--- src/itp_pkg.sv ---
// Shared types, character codes and decode functions for the infix to postfix converter.
package itp_pkg;

    // Character codes
    localparam logic [7:0] CH_MUL   = 8'h2A;
    localparam logic [7:0] CH_DIV   = 8'h2F;
    localparam logic [7:0] CH_ADD   = 8'h2B;
    localparam logic [7:0] CH_SUB   = 8'h2D;
    localparam logic [7:0] CH_OPEN  = 8'h28;
    localparam logic [7:0] CH_CLOSE = 8'h29;
    localparam logic [7:0] CH_SPACE = 8'h20;

    // Precedence ranks
    localparam logic [1:0] RANK_NONE = 2'd0;
    localparam logic [1:0] RANK_ADD  = 2'd1;
    localparam logic [1:0] RANK_MUL  = 2'd2;

    typedef enum logic [2:0] {
        K_SPACE,
        K_OPEN,
        K_CLOSE,
        K_OPERAND,
        K_OPERATOR
    } t_kind;

    typedef enum logic [1:0] {
        ST_OK,
        ST_OVERFLOW,
        ST_UNMATCHED
    } t_status;

    typedef enum logic [1:0] {
        EMIT_NONE,
        EMIT_CHAR,
        EMIT_TOP,
        EMIT_TERM
    } t_emit;

    typedef enum logic [1:0] {
        S_IDLE,
        S_DECODE,
        S_SETTLE
    } t_state;

    // Commands from the controller to the datapath
    typedef struct packed {
        logic    latch;
        logic    push;
        logic    pop;
        logic    clr;
        t_emit   emit;
        t_status set_err;
    } t_cmd;

    // Status from the datapath to the controller
    typedef struct packed {
        logic  is_end;
        t_kind kind;
        logic  sp_zero;
        logic  full;
        logic  top_open;
        logic  top_outranks;
        logic  out_free;
    } t_stat;

    function automatic logic [1:0] char_rank(input logic [7:0] ch);
        logic [1:0] r;
        r = RANK_NONE;
        if (ch == CH_MUL || ch == CH_DIV) r = RANK_MUL;
        else if (ch == CH_ADD || ch == CH_SUB) r = RANK_ADD;
        return r;
    endfunction

    function automatic t_kind char_kind(input logic [7:0] ch);
        t_kind k;
        if (ch == CH_SPACE) k = K_SPACE;
        else if (ch == CH_OPEN) k = K_OPEN;
        else if (ch == CH_CLOSE) k = K_CLOSE;
        else if (char_rank(ch) != RANK_NONE) k = K_OPERATOR;
        else k = K_OPERAND;
        return k;
    endfunction

endpackage

--- src/itp_datapath.sv ---
// Datapath: input latch, operator stack memory, stack pointer, sticky status and output register.
module itp_datapath import itp_pkg::*; #(
    parameter int STACK_DEPTH = 32
) (
    input  logic       i_clk,
    input  logic       i_rst_n,
    input  logic [7:0] i_in_char,
    input  logic       i_in_end,
    input  t_cmd       i_cmd,
    output t_stat      o_stat,
    input  logic       i_out_ready,
    output logic       o_out_valid,
    output logic [7:0] o_out_char,
    output logic       o_out_end,
    output logic [1:0] o_out_status
);

    localparam int AW  = $clog2(STACK_DEPTH);
    localparam int SPW = $clog2(STACK_DEPTH + 1);

    logic [7:0]     r_mem [STACK_DEPTH];
    logic [7:0]     r_rd;
    logic [7:0]     r_char;
    logic           r_end;
    logic [SPW-1:0] r_sp;
    logic [SPW-1:0] n_sp;
    logic [SPW-1:0] w_sp_dec;
    t_status        r_err;
    t_status        n_err;
    logic           r_ovalid;
    logic           n_ovalid;
    logic [7:0]     r_ochar;
    logic           r_oend;
    t_status        r_ostat;
    logic           w_out_free;

    assign w_sp_dec   = r_sp - SPW'(1);
    assign w_out_free = !r_ovalid || i_out_ready;

    // Stack memory: push writes at the pointer, top entry is read every cycle
    always_ff @(posedge i_clk) begin
        if (i_cmd.push) begin
            r_mem[r_sp[AW-1:0]] <= r_char;
        end
        r_rd <= r_mem[w_sp_dec[AW-1:0]];
    end

    // Latch the accepted item
    always_ff @(posedge i_clk) begin
        if (i_cmd.latch) begin
            r_char <= i_in_char;
            r_end  <= i_in_end;
        end
    end

    // Next pointer, sticky status and output valid
    always_comb begin
        n_sp = r_sp;
        if (i_cmd.clr) n_sp = '0;
        else if (i_cmd.push) n_sp = r_sp + SPW'(1);
        else if (i_cmd.pop) n_sp = w_sp_dec;

        n_err = r_err;
        if (i_cmd.clr) n_err = ST_OK;
        else if (r_err == ST_OK) n_err = i_cmd.set_err;

        n_ovalid = r_ovalid && !i_out_ready;
        if (i_cmd.emit != EMIT_NONE) n_ovalid = 1'b1;
    end

    always_ff @(posedge i_clk) begin
        if (!i_rst_n) begin
            r_sp     <= '0;
            r_err    <= ST_OK;
            r_ovalid <= 1'b0;
        end else begin
            r_sp     <= n_sp;
            r_err    <= n_err;
            r_ovalid <= n_ovalid;
        end
    end

    // Load the output register
    always_ff @(posedge i_clk) begin
        case (i_cmd.emit)
            EMIT_CHAR: begin
                r_ochar <= r_char;
                r_oend  <= 1'b0;
                r_ostat <= ST_OK;
            end
            EMIT_TOP: begin
                r_ochar <= r_rd;
                r_oend  <= 1'b0;
                r_ostat <= ST_OK;
            end
            EMIT_TERM: begin
                r_ochar <= 8'h00;
                r_oend  <= 1'b1;
                r_ostat <= r_err;
            end
            default: begin
            end
        endcase
    end

    // Report status to the controller
    always_comb begin
        o_stat.is_end       = r_end;
        o_stat.kind         = char_kind(r_char);
        o_stat.sp_zero      = (r_sp == '0);
        o_stat.full         = (r_sp == SPW'(STACK_DEPTH));
        o_stat.top_open     = (r_rd == CH_OPEN);
        o_stat.top_outranks = (char_rank(r_char) <= char_rank(r_rd));
        o_stat.out_free     = w_out_free;
    end

    assign o_out_valid  = r_ovalid;
    assign o_out_char   = r_ochar;
    assign o_out_end    = r_oend;
    assign o_out_status = r_ostat;

endmodule

--- src/itp_ctrl.sv ---
// Controller: state machine that sequences pushes, pops and emits per item.
module itp_ctrl import itp_pkg::*; (
    input  logic  i_clk,
    input  logic  i_rst_n,
    input  logic  i_in_valid,
    output logic  o_in_ready,
    input  t_stat i_stat,
    output t_cmd  o_cmd
);

    t_state r_state;
    t_state n_state;

    always_ff @(posedge i_clk) begin
        if (!i_rst_n) begin
            r_state <= S_IDLE;
        end else begin
            r_state <= n_state;
        end
    end

    // Next state
    always_comb begin
        n_state = r_state;
        case (r_state)
            S_IDLE: begin
                if (i_in_valid) n_state = S_DECODE;
            end
            S_DECODE: begin
                if (i_stat.is_end) begin
                    if (!i_stat.sp_zero) begin
                        if (i_stat.out_free) n_state = S_SETTLE;
                    end else if (i_stat.out_free) begin
                        n_state = S_IDLE;
                    end
                end else begin
                    case (i_stat.kind)
                        K_CLOSE: begin
                            if (i_stat.sp_zero || i_stat.top_open) n_state = S_IDLE;
                            else if (i_stat.out_free) n_state = S_SETTLE;
                        end
                        K_OPERAND: begin
                            if (i_stat.out_free) n_state = S_IDLE;
                        end
                        K_OPERATOR: begin
                            if (i_stat.sp_zero || !i_stat.top_outranks) n_state = S_IDLE;
                            else if (i_stat.out_free) n_state = S_SETTLE;
                        end
                        default: n_state = S_IDLE;
                    endcase
                end
            end
            S_SETTLE: n_state = S_DECODE;
            default:  n_state = S_IDLE;
        endcase
    end

    // Commands
    always_comb begin
        o_in_ready    = (r_state == S_IDLE);
        o_cmd.latch   = (r_state == S_IDLE) && i_in_valid;
        o_cmd.push    = 1'b0;
        o_cmd.pop     = 1'b0;
        o_cmd.clr     = 1'b0;
        o_cmd.emit    = EMIT_NONE;
        o_cmd.set_err = ST_OK;
        if (r_state == S_DECODE) begin
            if (i_stat.is_end) begin
                // flush one entry, then terminate and clear
                if (i_stat.out_free) begin
                    if (!i_stat.sp_zero) begin
                        o_cmd.pop  = 1'b1;
                        o_cmd.emit = EMIT_TOP;
                    end else begin
                        o_cmd.emit = EMIT_TERM;
                        o_cmd.clr  = 1'b1;
                    end
                end
            end else begin
                case (i_stat.kind)
                    K_OPEN: begin
                        if (i_stat.full) o_cmd.set_err = ST_OVERFLOW;
                        else o_cmd.push = 1'b1;
                    end
                    K_CLOSE: begin
                        if (i_stat.sp_zero) begin
                            o_cmd.set_err = ST_UNMATCHED;
                        end else if (i_stat.top_open) begin
                            o_cmd.pop = 1'b1;
                        end else if (i_stat.out_free) begin
                            o_cmd.pop  = 1'b1;
                            o_cmd.emit = EMIT_TOP;
                        end
                    end
                    K_OPERAND: begin
                        if (i_stat.out_free) o_cmd.emit = EMIT_CHAR;
                    end
                    K_OPERATOR: begin
                        if (!i_stat.sp_zero && i_stat.top_outranks) begin
                            if (i_stat.out_free) begin
                                o_cmd.pop  = 1'b1;
                                o_cmd.emit = EMIT_TOP;
                            end
                        end else if (i_stat.full) begin
                            o_cmd.set_err = ST_OVERFLOW;
                        end else begin
                            o_cmd.push = 1'b1;
                        end
                    end
                    default: begin
                    end
                endcase
            end
        end
    end

endmodule

--- src/infix_to_postfix_converter.sv ---
// Sequencing: the first result of an item is loaded into the output register from the decode
// state that follows its acceptance; each further result passes through a settle state, which
// lets the registered stack read catch up, and another decode, and waits while the output is
// stalled. A new item is taken only from idle; the matching open is dropped in the last decode with no settle.
// Reset: synchronous, active low; clears the stack pointer, sticky status, state and
// output valid. Stack contents are not cleared; entries above the pointer are never used.
module infix_to_postfix_converter import itp_pkg::*; #(
    parameter int STACK_DEPTH = 32
) (
    input  logic       i_clk,
    input  logic       i_rst_n,
    input  logic       s_axis_tvalid,
    output logic       s_axis_tready,
    input  logic [7:0] s_axis_tdata,   // [7:0] in_char
    input  logic       s_axis_tlast,   // end_of_expression
    output logic       m_axis_tvalid,
    input  logic       m_axis_tready,
    output logic [7:0] m_axis_tdata,   // [7:0] out_char
    output logic       m_axis_tlast,   // is_end
    output logic [1:0] m_axis_tuser    // [1:0] status
);

    t_cmd  w_cmd;
    t_stat w_stat;

    itp_ctrl u_ctrl (
        .i_clk      (i_clk),
        .i_rst_n    (i_rst_n),
        .i_in_valid (s_axis_tvalid),
        .o_in_ready (s_axis_tready),
        .i_stat     (w_stat),
        .o_cmd      (w_cmd)
    );

    itp_datapath #(
        .STACK_DEPTH (STACK_DEPTH)
    ) u_dp (
        .i_clk        (i_clk),
        .i_rst_n      (i_rst_n),
        .i_in_char    (s_axis_tdata),
        .i_in_end     (s_axis_tlast),
        .i_cmd        (w_cmd),
        .o_stat       (w_stat),
        .i_out_ready  (m_axis_tready),
        .o_out_valid  (m_axis_tvalid),
        .o_out_char   (m_axis_tdata),
        .o_out_end    (m_axis_tlast),
        .o_out_status (m_axis_tuser)
    );

endmodule

--- config.mk ---
export PLATFORM = sky130hd
export DESIGN_NAME = infix_to_postfix_converter
export DESIGN_NICKNAME = d
export VERILOG_FILES = /design/src/itp_pkg.sv /design/src/itp_datapath.sv /design/src/itp_ctrl.sv /design/src/infix_to_postfix_converter.sv
export SDC_FILE = /design/constraint.sdc
export NUM_CORES = 1
export LEC_CHECK = 0
export ABC_AREA = 1
export BUFFER_PORTS_ARGS = -buffer_cell sky130_fd_sc_hd__clkbuf_2
export CELL_PAD_IN_SITES_DETAIL_PLACEMENT = 0
export CELL_PAD_IN_SITES_GLOBAL_PLACEMENT = 1
export CORE_UTILIZATION = 35
export CTS_CLUSTER_SIZE = 28
export DETAILED_ROUTE_END_ITERATION = 12
export PLACE_DENSITY_LB_ADDON = 0.12
export SLEW_MARGIN = 20
export SYNTH_ARGS = -nofsm -noshare
export SYNTH_HDL_FRONTEND = slang
export SYNTH_SLANG_ARGS = --single-unit
--- constraint.sdc ---
create_clock -name i_clk -period 9.8 [get_ports i_clk]
set_input_delay 0.98 -clock i_clk [delete_from_list [all_inputs] [get_ports i_clk]]
set_output_delay 0.98 -clock i_clk [all_outputs]
set_load 0.01 [all_outputs]
==> results.md, run 1 <==
* Final Hold Fails at 0
* PostCTS Resize Cnt at 0
* Area grow syn2layout at 13.2%
* CP most frequent cell: buf_4
* Port-buffer cells at 25
* DRT antenna net count at 0
* Leakage power at between 0.004 and 0.005 uW
* Clk root buf: clkbuf_16
* Ant. Diodes at 0
* Setup tns final at 0 ns
* PwrDens at 220 nW/um^2
* Syn Inst Count at 1039
* Ports at 26
* Hold EP: u_dp.r_err[1]
* Die Area at 36100 um^2
* H-tree Lvls at 2
* Synth Flop Type: edfxtp_1
* Post-Syn Nets at around 1100
* Post-synthesis adder-cell area fraction at less than 1%
* Initial Util at 35.7%
* Multiplexer share of the synthesized area at 0%
* Rows at 68
* Post-synthesis sequential area ratio at a little over two thirds
* Hold Path Depth at 2
* First-pass GRT wire length at between 40000 and 50000 um
* R2R Setup Slk at 5.86 ns
* Die Height at 190 um
* CP max stage delay at around 0.77 ns
* Hold_sp: u_dp.r_err[1]
* Crit path max fanout at 68
* Max-slew violations at 0
* Arr. time, crit path at between 4 and 5 ns
* Post-synthesis compound-gate area fraction at between 10% and 20%
* Synth warn at 0
* CP Capture Type: flop
* Share of the synthesized area in the top cell type at between 60% and 70%
* Worst R2R Path Depth at 6
* F_max at roughly 250 MHz
* CTS tree: yes
* Initial antenna violation count at 0
* Total Wirelength at 33000 um
* Largest family of logic cells by synthesized area: simple AND/OR/NAND/NOR gates
* Nets at ~1100
* Unique masters post-synth at 34
* Core Box Area at 34700 um^2
* Number of max-cap violations at 0
* Initial DRC count at approximately 690
* Asr flop ratio synth at 0%
* Vias at roughly 7800
* Drc violations at 0
* Via/cell ratio at ~5.1
* RSZ-0062 raised after global routing: no
* Post-route minimum period at 3.94 ns
* Hold WC Path Type: flop to flop
* Max clock buf depth at 3
* Layout cell share with drive strength beyond 1 at a little under an eighth
* Final core occ at slightly above 40%
* Worst-Skew Late Latency at around 0.52 ns
* Final period util at 40.2%
* Clock Sinks at 295
* Syn Area/Cell at 11.9 um^2
* Synth area leaders: edfxtp_1 67%, nor2_1 7.5%, o21ai_0 5.4%
* # Post-CTS Setup Buffers at 0
* Worst r2r dst: u_dp.r_mem[30][2]
* CTS Buf Count at 34
* # hold bufs at CTS at 0
* Count leader, synth: edfxtp_1
* GRT Util Overall at about a fifth
* Reg2reg start: u_dp.r_sp[0]
* Mapped Area at between 10000 and 15000 um^2
* DRT Pass-1 Iters at 5
* Setup CP Type: flop to flop
* Post-synth EDFFs at 276
* CP max-delay cell: nor2_1
* WL per Instance at 21.5 um
* Buf/Inv on CP at 3
* IR drop worst, VDD at around 0.000094 V
* CTS clk-pin slew, worst paths at around 0.060 ns
* DP HPWL at ~20000 um
* Post-synth top area cell: edfxtp_1
* Crit-path cells: clkinv_2 -> buf_4 -> buf_4 -> ha_1 -> nand3_1 -> nor2_1
* CP Launch Type: flop
* Placer Congestion at 0.765
* Rel. slew slack at around 45%
* Status: completed
* Simple-gate portion of the synthesized area at between 10 and 15%
* Post-synthesis xor/xnor area fraction at less than 1%
* Most frequent cells after synthesis: 276 x edfxtp_1, 248 x nor2_1, 133 x o21ai_0, 65 x nand2_1, 64 x o211ai_1
* Clk_skew at a little under 0.03 ns
* CP delay by family, top: buffers and inverters
* Seq cells post-synth at ~300
* Maximum number of pins on one net before global-route repair at 69
* Endpoints failing setup at 0
* Grt ovf at 0
* Number of global-route vias before repair at slightly below 8000
* Least-Margin Pin Slew at roughly 0.82 ns
* Die W at roughly 190 um
* WP data required at between 9 and 10 ns
-- flip-flops by register name, indices dropped and copies added, names as in the netlist --
signal	flops
u_dp.r_char	8
u_dp.o_out_valid	1
u_dp.o_out_status	2
u_dp.r_mem	256
u_dp.o_out_end	1
u_dp.r_err	2
u_dp.r_rd	8
u_ctrl.r_state	2
u_dp.r_end	1
u_dp.r_sp	6
u_dp.o_out_char	8
-- area by class of cell --
class / instances / area (um^2)
fillers: 3348 / 20700
clock inverters: 13 / 168
clock buffers: 43 / 906
repair buffers: 41 / 245
flip-flops and latches: 295 / 8670
well taps: 455 / 569
multi-input cells: 645 / 3290
inverters: 44 / 166
-- per-layer routing --
layer  up-vias  GRT usage, %  share of wire [%]
met4         0          4.59                1.8
met1      3839          26.6                 48
li1       3761             -                  -
met2       169          30.2                 47
met3        41          2.84                3.9
met5         -             0                  0
-- layout by cell type, fill, tap and decap left out, types with 8 or more instances in the layout --
cell type and count:
a31oi_1 8, buf_4 16, clkbuf_1 8, clkbuf_16 35, clkbuf_2 25, dfxtp_1 18, edfxtp_1 276, inv_1 37
nand2_1 65, nand3_1 61, nor2_1 248, o211ai_1 64, o21ai_0 133
-- how the worst max path moves through the flow --
stage,from,end,slack (ns),depth (start not counted)
6_report,u_dp.r_sp[0],u_dp.r_mem[30][2],5.86,6
5_1_grt,u_dp.r_sp[0],u_dp.r_mem[2][2],5.58,6
4_1_cts,u_dp.r_sp[0],u_dp.r_mem[2][2],5.74,6
3_5_place_dp,u_dp.r_sp[0],u_dp.r_mem[2][5],5.75,6
3_3_place_gp,u_dp.r_sp[0],u_dp.r_mem[2][1],5.82,6
2_1_floorplan,u_dp.r_char[2],u_dp.r_mem[15][0],6.72,15
-- cell families after synthesis --
family                   after synthesis
XOR/XNOR                               7
AND/OR/NAND/NOR                      411
buffers and inverters                 99
AO/OA/AOI/OAI                        221
adder cells (fa/ha/maj)                6
flip-flops                           295
-- worst register-to-register path: stages, from the launching register on --
cell and delay, ns:
dfxtp_4 0.57, clkinv_2 0.17, buf_4 0.56, buf_4 0.70, ha_1 0.28, nand3_1 0.53
nor2_1 0.77
-- power by group --
| part | switching, uW | total [uW] | leakage (uW) | internal, uW |
|---|---|---|---|---|
| Combinational | 286 | 398 | 0.00159 | 112 |
| Clock | 487 | 1240 | 0.000522 | 757 |
| Sequential | 27.4 | 1440 | 0.00265 | 1410 |
| Total | 801 | 3080 | 0.00476 | 2280 |
-- metrics by stage --
| stage | hold WS [ns] | power, uW | cells | worst slack (ns) | instance area, um^2 |
|---|---|---|---|---|---|
| global placement | 0.471 | 1880 | 1480 | 5.82 | 12900 |
| floorplan | 0.451 | 1720 | 1039 | 6.72 | 12400 |
| finish | 0.480 | 3080 | 1536 | 5.86 | 14000 |
| detailed placement | 0.473 | 1870 | 1480 | 5.75 | 12900 |
| CTS | 0.481 | 3120 | 1536 | 5.74 | 14000 |
| global route | 0.523 | 3200 | 1536 | 5.58 | 14000 |
No activity file was read; power rests on OpenSTA's default activity.
==> run 2, diff against run 1 <==
==> constraint.sdc (replaced) <==
create_clock -name i_clk -period 3.5 [get_ports i_clk]
set_input_delay 0.35 -clock i_clk [delete_from_list [all_inputs] [get_ports i_clk]]
set_output_delay 0.35 -clock i_clk [all_outputs]
set_load 0.01 [all_outputs]
==> results.md, run 2 (synthesized netlist as in run 1, its figures left out) <==
* DRT Pass-1 Iters at 4
* Worst-Skew Late Latency at about 0.50 ns
* Met2 layer wire length in the routed design at 15300 um
* Worst r2r dst: u_dp.r_mem[7][2]
* Nets at ~1100
* Endpoints failing setup at 0
* Worst setup margin at roughly 0.50 ns
* # hold bufs at CTS at 0
* Least-Margin Pin Slew at 0.912 ns
* CP max stage delay at roughly 0.66 ns
* Final Hold Fails at 0
* CTS Buf Count at 34
* CTS tree: yes
* Grt ovf at 0
* PwrDens at 601 nW/um^2
* Rel. slew slack at between 30% and 40%
* Clk root buf: clkbuf_16
* Setup CP Type: flop to flop
* Area grow syn2layout at 14.3%
* WP data required at 3.63 ns
* Reg2reg start: u_dp.r_char[2]
* Met3 wire len at around 1400 um
* Clock Sinks at between 200 and 300
* Rows at a little under 70
* GRT Util Overall at about a fifth
* CP max-delay cell: nor2_1
* Initial DRC count at 654
* IR drop worst, VDD at between 0.0003 and 0.0004 V
* Leakage power at approximately 0.0048 uW
* Drc violations at 0
* Layout cell share with drive strength beyond 1 at between 10% and 20%
* Max clock buf depth at 3
* Port-buffer cells at 25
* Number of max-cap violations at 0
* CP Capture Type: flop
* Commonest non-fill, non-tap cell in the layout: edfxtp_1
* Hold Path Depth at 1
* Crit path max fanout at 10
* Hold WC Path Type: input port to flop
* Status: completed
* Arr. time, crit path at 3.13 ns
* Final period util at 85.7%
* Initial Util at about 36%
* Post-route minimum period at roughly 3 ns
* Buf/Inv on CP at 2
* Ports at 26
* PostCTS Resize Cnt at 0
* Hold_sp: s_axis_tdata[4]
* Pre-CTS WS at 0.475 ns
* Core Box Area at ~35000 um^2
* WL per Instance at around 21 um
* Hold EP: u_dp.r_char[4]
* Worst R2R Path Depth at 13
* Setup tns final at 0 ns
* Wl on met1 at about 16000 um
* H-tree Lvls at 2
* R2R Setup Slk at 0.50 ns
* Die W at approximately 190 um
* Total Wirelength at roughly 33000 um
* # Post-CTS Setup Buffers at 0
* CP most frequent cell: nand2_1
* CTS clk-pin slew, worst paths at ~0.060 ns
* Max-slew violations at 0
* Crit path depth at 13
* Via/cell ratio at 5.09
* Initial antenna violation count at 1
* F_max at roughly 330 MHz
* RSZ-0062 raised after global routing: no
* Min Hold Slack at ~0.025 ns
* DP HPWL at ~20000 um
* Max reg flops at approximately 260
* DRT antenna net count at 0
* Top routing layer in use: met4
* Vias at around 8000
* Number of global-route vias before repair at roughly 8000
* Maximum number of pins on one net before global-route repair at 85
* Ant. Diodes at 0
* Clk_skew at between 0.009 and 0.01 ns
* Die Area at approximately 36000 um^2
* First-pass GRT wire length at between 50000 and 60000 um
* CP Launch Type: flop
* Most frequent cells in the layout: 276 x edfxtp_1, 248 x nor2_1, 133 x o21ai_0
* Die Height at ~190 um
* CP delay by family, top: simple AND/OR/NAND/NOR gates
* Crit-path cells: inv_1 -> nand2_1 -> nand2_1 -> nand3_2 -> inv_1 -> ha_1 -> nand2_1 -> nand2_1 -> nand2_4 -> nand2_4 -> nand2_8 -> nand3_1 -> nor2_1
* Placer Congestion at 0.787
run 2: worst max path at each step:
stage | start | end | slack (ns)
4_1_cts | u_dp.r_char[2] | u_dp.r_mem[19][2] | 0.45
6_report | u_dp.r_char[2] | u_dp.r_mem[7][2] | 0.50
5_1_grt | u_dp.r_char[2] | u_dp.r_mem[13][6] | 0.21
3_3_place_gp | u_dp.r_char[2] | u_dp.r_mem[7][6] | 0.53
2_1_floorplan | u_dp.r_char[2] | u_dp.r_mem[15][0] | 0.42
3_5_place_dp | u_dp.r_char[2] | u_dp.r_mem[19][5] | 0.48
run 2: worst register-to-register path, cell delays in order, from the launching register on:
cell and delay (ns):
edfxtp_1 0.45, inv_1 0.14, nand2_1 0.08, nand2_1 0.07, nand3_2 0.12, inv_1 0.08
ha_1 0.23, nand2_1 0.07, nand2_1 0.08, nand2_4 0.09, nand2_4 0.07, nand2_8 0.09
nand3_1 0.38, nor2_1 0.66
run 2: through the flow:
stage | area [um^2] | instances | utilization [%] | total power [uW]
2_1_floorplan | 12400 | 1039 | - | 4810
3_3_place_gp | 13100 | 1501 | 37.8 | 5260
3_5_place_dp | 13100 | 1501 | 37.8 | 5260
4_1_cts | 14200 | 1562 | 40.8 | 8620
5_1_grt | 14200 | 1562 | 40.8 | 8870
6_report | 14200 | 1562 | 40.8 | 8510
run 2: cell type report:
class	count	area, um^2
clock buffers	49	928
repair buffers	62	415
multi-input cells	645	3290
clock inverters	12	109
well taps	455	569
fillers	3378	20600
inverters	44	166
flip-flops and latches	295	8670
run 2: metal layers:
metal | vias to the layer above | track usage [%]
met5 | - | 0
met4 | 0 | 4.99
met3 | 46 | 2.71
met2 | 164 | 29.7
met1 | 3934 | 27.4
li1 | 3810 | -
run 2: power by group:
group / leakage [uW] / internal (uW) / switching [uW]
Combinational: 0.00170 / 325 / 820
Clock: 0.000498 / 1990 / 1360
Sequential: 0.00265 / 3960 / 52.9
Total: 0.00484 / 6280 / 2230
